**config.mk**
```make
export PLATFORM = sky130hd
export DESIGN_NAME = relay_zone_controller
export DESIGN_NICKNAME = d
export VERILOG_FILES = /design/src/rtl/rzc_pkg.sv /design/src/rtl/rzc_core.sv /design/src/rtl/relay_zone_controller.sv
export VERILOG_INCLUDE_DIRS = /design/src /design/src/rtl
export SDC_FILE = /design/constraint.sdc
export NUM_CORES = 1
export LEC_CHECK = 0
export ABC_AREA = 0
export BUFFER_PORTS_ARGS = -buffer_cell sky130_fd_sc_hd__buf_2
export CAP_MARGIN = 15
export CORE_ASPECT_RATIO = 1.25
export CORE_MARGIN = 3
export CORE_UTILIZATION = 50
export DETAILED_ROUTE_END_ITERATION = 8
export HOLD_SLACK_MARGIN = 0.15
export PLACE_DENSITY = 0.79
export SYNTH_ARGS = -nofsm -noshare
export SYNTH_HDL_FRONTEND = slang
export SYNTH_SLANG_ARGS = --single-unit
export TNS_END_PERCENT = 1
```
**constraint.sdc**
```tcl
create_clock -name clk_i -period 4.55 [get_ports clk_i]
set_clock_uncertainty 0.05 [all_clocks]
set_input_delay 0.2275 -clock clk_i [delete_from_list [all_inputs] [get_ports clk_i]]
set_output_delay 0.2275 -clock clk_i [all_outputs]
set_load 0.02 [all_outputs]
```
**src/rtl/assert_macros.svh**
```systemverilog
// Assertion macros shared by the RTL of the relay zone controller.
// No dependencies; included by files that carry concurrent assertions.
`ifndef ASSERT_MACROS_SVH
`define ASSERT_MACROS_SVH

// Clocked assertion, disabled while reset is asserted.
`define RZC_ASSERT(lbl, clk, rstn, prop, msg) \
  lbl: assert property (@(posedge clk) disable iff (!rstn) prop) else $error(msg);

// Clocked assertion that also holds during reset.
`define RZC_ASSERT_ALWAYS(lbl, clk, prop, msg) \
  lbl: assert property (@(posedge clk) prop) else $error(msg);

`endif

```
**src/rtl/rzc_pkg.sv**
```systemverilog
// Package for the relay zone controller: field widths, mode codes, beat types.
// No dependencies; imported by rzc_core and relay_zone_controller.
`timescale 1ns / 1ps

package rzc_pkg;

  localparam int CHAN_W   = 3;
  localparam int FUNC_W   = 3;
  localparam int VAL_W    = 11;
  localparam int BAND_W   = 10;
  localparam int CHAN_SPAN = 1 << CHAN_W;

  localparam int CHANNELS_DEFAULT = 8;

  localparam logic [FUNC_W-1:0] FUNC_DIFF   = 3'd0;
  localparam logic [FUNC_W-1:0] FUNC_THERMO = 3'd1;
  localparam logic [FUNC_W-1:0] FUNC_RELAY  = 3'd2;
  localparam logic [FUNC_W-1:0] FUNC_SIMPLE = 3'd3;
  localparam logic [FUNC_W-1:0] FUNC_ARRAY  = 3'd4;

  typedef struct packed {
    logic [CHAN_W-1:0]       channel;
    logic [FUNC_W-1:0]       func;
    logic signed [VAL_W-1:0] value_a;
    logic signed [VAL_W-1:0] value_b;
    logic [BAND_W-1:0]       band;
    logic                    invert_sense;
    logic                    commanded;
  } item_t;

  typedef struct packed {
    logic relay_drive;
    logic relay_on;
    logic drive_changed;
    logic bad_mode;
  } result_t;

endpackage

```
**src/rtl/rzc_core.sv**
```systemverilog
// Mode decision for one control step: new relay level from readings and options.
// Depends on rzc_pkg.
`timescale 1ns / 1ps

module rzc_core (
  input  rzc_pkg::item_t   item_i,
  input  logic             old_level_i,
  output rzc_pkg::result_t result_o
);
  import rzc_pkg::*;

  localparam int EXT_W = VAL_W + 2;

  logic signed [EXT_W-1:0] a_x, b_x, band_x, diff, diff_abs, lo, hi;
  logic                    lvl, bad;

  assign a_x      = {{2{item_i.value_a[VAL_W-1]}}, item_i.value_a};
  assign b_x      = {{2{item_i.value_b[VAL_W-1]}}, item_i.value_b};
  assign band_x   = {{(EXT_W-BAND_W){1'b0}}, item_i.band};
  assign diff     = a_x - b_x;
  assign diff_abs = diff[EXT_W-1] ? -diff : diff;
  assign lo       = b_x - band_x;
  assign hi       = b_x + band_x;

  always_comb begin
    lvl = old_level_i;
    bad = 1'b0;
    unique case (item_i.func)
      FUNC_DIFF: begin
        lvl = (diff_abs > band_x) ? item_i.invert_sense : ~item_i.invert_sense;
      end
      FUNC_THERMO: begin
        if (a_x < lo) begin
          lvl = 1'b1;
        end else if (a_x > hi) begin
          lvl = 1'b0;
        end
      end
      FUNC_RELAY:  lvl = item_i.commanded;
      FUNC_SIMPLE: lvl = (a_x < b_x);
      FUNC_ARRAY:  lvl = old_level_i;
      default:     bad = 1'b1;
    endcase
  end

  assign result_o.relay_drive   = lvl;
  assign result_o.relay_on      = lvl;
  assign result_o.drive_changed = lvl ^ old_level_i;
  assign result_o.bad_mode      = bad;

endmodule

```
**src/rtl/relay_zone_controller.sv**
```systemverilog
// Relay zone controller top level: input register, per-channel relay bits,
// result register. Depends on rzc_pkg, rzc_core and assert_macros.svh.
`timescale 1ns / 1ps

// Each input beat names a relay channel, a mode and readings; one result
// beat follows with the channel's new drive level, on flag, changed flag and
// unknown-mode flag. Without output back-pressure one beat per clock is
// sustained; a beat passes the input register, then the result register.
// The single read-modify-write of the channel's relay bit in the input stage
// sets the rate. Channel numbers wrap modulo CHANNELS; all relays reset off.
`include "assert_macros.svh"

module relay_zone_controller #(
  parameter int CHANNELS = rzc_pkg::CHANNELS_DEFAULT
) (
  input  logic        clk_i,
  input  logic        rst_ni,
  input  logic        s_axis_tvalid,
  output logic        s_axis_tready,
  // channel[2:0], value_a[13:3], value_b[24:14], band[34:25],
  // invert_sense[35], commanded[36], zero pad[39:37]
  input  logic [39:0] s_axis_tdata,
  // func[2:0]
  input  logic [2:0]  s_axis_tuser,
  output logic        m_axis_tvalid,
  input  logic        m_axis_tready,
  // relay_drive[0], relay_on[1], drive_changed[2], bad_mode[3], zero pad[7:4]
  output logic [7:0]  m_axis_tdata
);
  import rzc_pkg::*;

  localparam int CH_W = (CHANNELS > 1) ? $clog2(CHANNELS) : 1;

  logic [CH_W-1:0] ch_map [CHAN_SPAN];

  for (genvar g = 0; g < CHAN_SPAN; g++) begin : g_map
    assign ch_map[g] = CH_W'(g % CHANNELS);
  end

  item_t           in_item;
  item_t           s1_item_q;
  logic            s1_valid_q;
  logic [CH_W-1:0] s1_idx;
  logic            old_level;
  logic            adv;
  result_t         res;
  result_t         out_res_q;
  logic            out_valid_q;
  logic [CHANNELS-1:0] level_q, level_d;

  assign in_item.channel      = s_axis_tdata[2:0];
  assign in_item.func         = s_axis_tuser;
  assign in_item.value_a      = s_axis_tdata[13:3];
  assign in_item.value_b      = s_axis_tdata[24:14];
  assign in_item.band         = s_axis_tdata[34:25];
  assign in_item.invert_sense = s_axis_tdata[35];
  assign in_item.commanded    = s_axis_tdata[36];

  assign adv           = ~out_valid_q | m_axis_tready;
  assign s_axis_tready = ~s1_valid_q | adv;

  always_ff @(posedge clk_i or negedge rst_ni) begin
    if (!rst_ni) begin
      s1_valid_q <= 1'b0;
    end else if (s_axis_tready) begin
      s1_valid_q <= s_axis_tvalid;
    end
  end

  always_ff @(posedge clk_i) begin
    if (s_axis_tready && s_axis_tvalid) begin
      s1_item_q <= in_item;
    end
  end

  assign s1_idx    = ch_map[s1_item_q.channel];
  assign old_level = level_q[s1_idx];

  rzc_core u_core (
    .item_i      (s1_item_q),
    .old_level_i (old_level),
    .result_o    (res)
  );

  always_comb begin
    level_d = level_q;
    if (adv && s1_valid_q) begin
      level_d[s1_idx] = res.relay_drive;
    end
  end

  always_ff @(posedge clk_i or negedge rst_ni) begin
    if (!rst_ni) begin
      level_q     <= '0;
      out_valid_q <= 1'b0;
    end else begin
      level_q <= level_d;
      if (adv) begin
        out_valid_q <= s1_valid_q;
      end
    end
  end

  always_ff @(posedge clk_i) begin
    if (adv && s1_valid_q) begin
      out_res_q <= res;
    end
  end

  assign m_axis_tvalid = out_valid_q;
  assign m_axis_tdata  = {4'b0000, out_res_q.bad_mode, out_res_q.drive_changed,
                          out_res_q.relay_on, out_res_q.relay_drive};

  `RZC_ASSERT(a_bad_no_change, clk_i, rst_ni, out_valid_q && out_res_q.bad_mode |-> !out_res_q.drive_changed, "unknown mode reported a level change")
  `RZC_ASSERT(a_level_stored, clk_i, rst_ni, adv && s1_valid_q |=> level_q[$past(s1_idx)] == out_res_q.relay_drive, "stored relay level differs from delivered drive")
  `RZC_ASSERT(a_bad_keeps_state, clk_i, rst_ni, adv && s1_valid_q && res.bad_mode |=> level_q == $past(level_q), "unknown mode altered relay state")

endmodule
```
==> impl_metrics.env <==
export IMPL_synthFlopType="edfxtp_1"
export IMPL_period_share_pct=99.3
export IMPL_worstMarginPinSlew_ns=0.927
export IMPL_io_pin_count=57
export IMPL_yosys_area_top_type="edfxtp_1"
export IMPL_worstPathRequired_ns=4.71
export IMPL_fmax_mhz=221
export IMPL_hold_violations=0
export IMPL_critPathMaxFanout=5
export IMPL_min_period_ns=4.52
export IMPL_cts_inserted_buffers=5
export IMPL_grt_pass1_wl_mm=18.4
export IMPL_antenna_found_initial=0
export IMPL_hold_slack_ns=0.237
export IMPL_cellLeakagePower_nw=2.45
export IMPL_coreArea_sq_mm=0.00875
export IMPL_status="finished, final reports clean"
export IMPL_arrival_ns=4.68
export IMPL_antenna_left=0
export IMPL_seqCellArea_sq_mm=0.00154
export IMPL_p_clk_share_pct=16.3
export IMPL_drc=0
export IMPL_cts_sinks=53
export IMPL_io_buffers=49
export IMPL_fin_util_pct=65.7
export IMPL_p_sw_mw=0.655
export IMPL_viasPerCell=5.74
export IMPL_rows=38
export IMPL_vias=3923
export IMPL_wirelength_mm=11.7
export IMPL_wl_per_cell_um=17.1
export IMPL_crit_type="flop to flop"
export IMPL_cts_root_buf="clkbuf_8"
export IMPL_final_nets=677
export IMPL_maxSlewViolCount=0
export IMPL_worstSetupEndpointType="flop"
export IMPL_switching_share_pct=36.5
export IMPL_fp_dieW_um=91.0
export IMPL_postSynthAreaPerCell_sq_um=10.0
export IMPL_cts_tree="yes"
export IMPL_maxCapViolations=0
export IMPL_grt_usage_pct=22.2
export IMPL_die_y_um=112
export IMPL_grt_max_degree=41
export IMPL_yosys_area_top_type_share_pct=28.6
export IMPL_async_reset_ff_share_pct=18.9
export IMPL_power_density_mw_per_mm2=312
export IMPL_hold_path_class="input pin to asynchronous set/reset pin"
export IMPL_seq_area_frac_synth_pct=34.2
export IMPL_initial_utilization_pct=51.6
export IMPL_p_comb_share_pct=47.7
export IMPL_synth_distinct_cells=71
export IMPL_ys_ff_latch=53
export IMPL_final_cell_area_sq_mm=0.00575
export IMPL_htreeDepth=2
export IMPL_dr_pass1_iters=4
export IMPL_setup_viol=0
export IMPL_yosys_top_cells_area="edfxtp_1 29%, ha_1 18%, dfrtp_1 5.5%"
export IMPL_routabilityCongestion=0.953
export IMPL_multi_input_area_sq_mm=0.00296
export IMPL_clk_pin_slew_worst_paths_ns=0.10
export IMPL_hpwl_mm=7.94
export IMPL_relSlewSlack_pct=38.2
export IMPL_synth_edf_count=43
export IMPL_synthToLayoutAreaGrowth_pct=27.4
export IMPL_syn_inst=449
export IMPL_yosysMostFrequentCell="ha_1"
export IMPL_drtIter0Drc=220
export IMPL_seq_power_share_pct=36.0
export IMPL_place_area_sq_mm=0.00491
export IMPL_yosys_warnings=0
export IMPL_vdd_ir_drop_max_mv=0.313
export IMPL_tns_ns=0
export IMPL_grt_remaining_overflow=0
export IMPL_die_area_sq_mm=0.0102
export IMPL_num_fill_cells=630
export IMPL_yosys_top_cells_count="65 x ha_1, 44 x inv_1, 43 x edfxtp_1"
export IMPL_worst_setup_path_start_kind="flop"
export IMPL_diodes=0
export IMPL_grt_pass1_vias=4084
export IMPL_drive_gt1_share_pct=25.8
export IMPL_clk_latency_ns=0.32
export IMPL_syn_area_sq_mm=0.00451
export IMPL_clockBufferDepth=2
export IMPL_p_int_mw=1.14
power groups by stage:
stage | Combinational, mW | Clock (mW) | Sequential [mW]
finish | 0.855 | 0.293 | 0.646
global route | 0.932 | 0.311 | 0.657
floorplan | 0.545 | 0 | 0.644
detailed placement | 0.714 | 0 | 0.654
global placement | 0.681 | 0 | 0.652
CTS | 0.753 | 0.294 | 0.645
registers in the layout (all words and copies together) (netlist names):
register / cells
s1_item_q: 40
m_axis_tvalid: 1
s1_valid_q: 1
level_q: 8
m_axis_tdata: 3
critical path: stages, from the launching register on:
cell      delay (ns)
edfxtp_1        0.49
inv_2           0.07
ha_1            0.29
nor2b_1         0.14
o31a_1          0.37
o21ai_2         0.20
a21boi_2        0.10
nor2_1          0.15
nor2_2          0.08
buf_4           0.15
a31oi_4         0.16
xnor2_2         0.08
ha_1            0.33
a211o_1         0.28
o21ai_1         0.12
a21oi_1         0.06
o21ai_1         0.19
o311a_1         0.31
a21oi_2         0.11
a221o_4         0.41
mux2_4          0.27
cell type report:
cell class,instances,area share (%)
inverter,45,2.94
sequential,53,26.8
clock inverter,2,0.305
multi-input combinational,345,51.5
tap,120,2.61
clock buffer,6,1.44
timing repair buffer,112,14.4
worst paths after layout:
check | startpoint | to | slack, ns | depth (start not counted)
hold / removal | rst_ni | m_axis_tvalid | 0.24 | 2
min in group clk_i | s1_valid_q | m_axis_tvalid | 0.47 | 1
setup reg to reg | s1_item_q[13] | level_q[5] | 0.03 | 20
setup / recovery | s1_item_q[13] | level_q[5] | 0.03 | 20
max in group asynchronous | rst_ni | level_q[3] | 4.02 | 2
hold reg to reg | s1_valid_q | m_axis_tvalid | 0.47 | 1
cells in the final DEF, fill, tap and decap left out, drive strengths merged, types with 6 or more instances in the layout:
cell type and instances:
a21oi 26, buf 69, nor3 10, o21a 6
inv 45, o21ai 27, nor2b 10, dlygate4sd3 43
clkbuf 6, nor3b 7, nand2 22, ha 65
mux2 11, nand3 10, nand4 9, nand2b 12
and2 7, dfrtp 10, xor2 6, a31oi 6
edfxtp 43, nor2 21, xnor2 22
through the flow:
step | setup slack [ns] | std cells | power (mW)
4_1_cts | 0.00122 | 671 | 1.69
6_report | 0.0338 | 683 | 1.79
3_5_place_dp | -0.0928 | 618 | 1.37
5_1_grt | -0.0933 | 683 | 1.90
3_3_place_gp | 0.0353 | 618 | 1.33
2_1_floorplan | 0.433 | 452 | 1.19
timing repair:
action,CTS,global route
setup buffers,2,11
setup endpoints to repair,8,10
pin swaps,0,31
cloned,0,1
hold endpoints to repair,52,0
resized for setup,3,57
hold buffers,43,0
layer usage:
metal  GRT usage, %  part of all wire [%]  wire length, um
met5              0                     0                0
met4           9.86                   2.8              331
met3           2.82                   3.2              373
met2           41.8                    55             6390
met1           24.7                    39             4600
kinds of logic (layout without fill, tap and decap cells):
group,count (synthesis),in the layout,share of synthesized area (%)
compound gates,106,107,15.9
xor+xnor,28,28,5.44
fa+ha+maj,68,68,19.4
buf+inv,55,165,5.19
flops,53,53,34.2
mux,15,15,4.85
other cells,1,4,0.0831
simple gates,123,123,15.0
No activity file was read; power rests on OpenSTA's default activity.
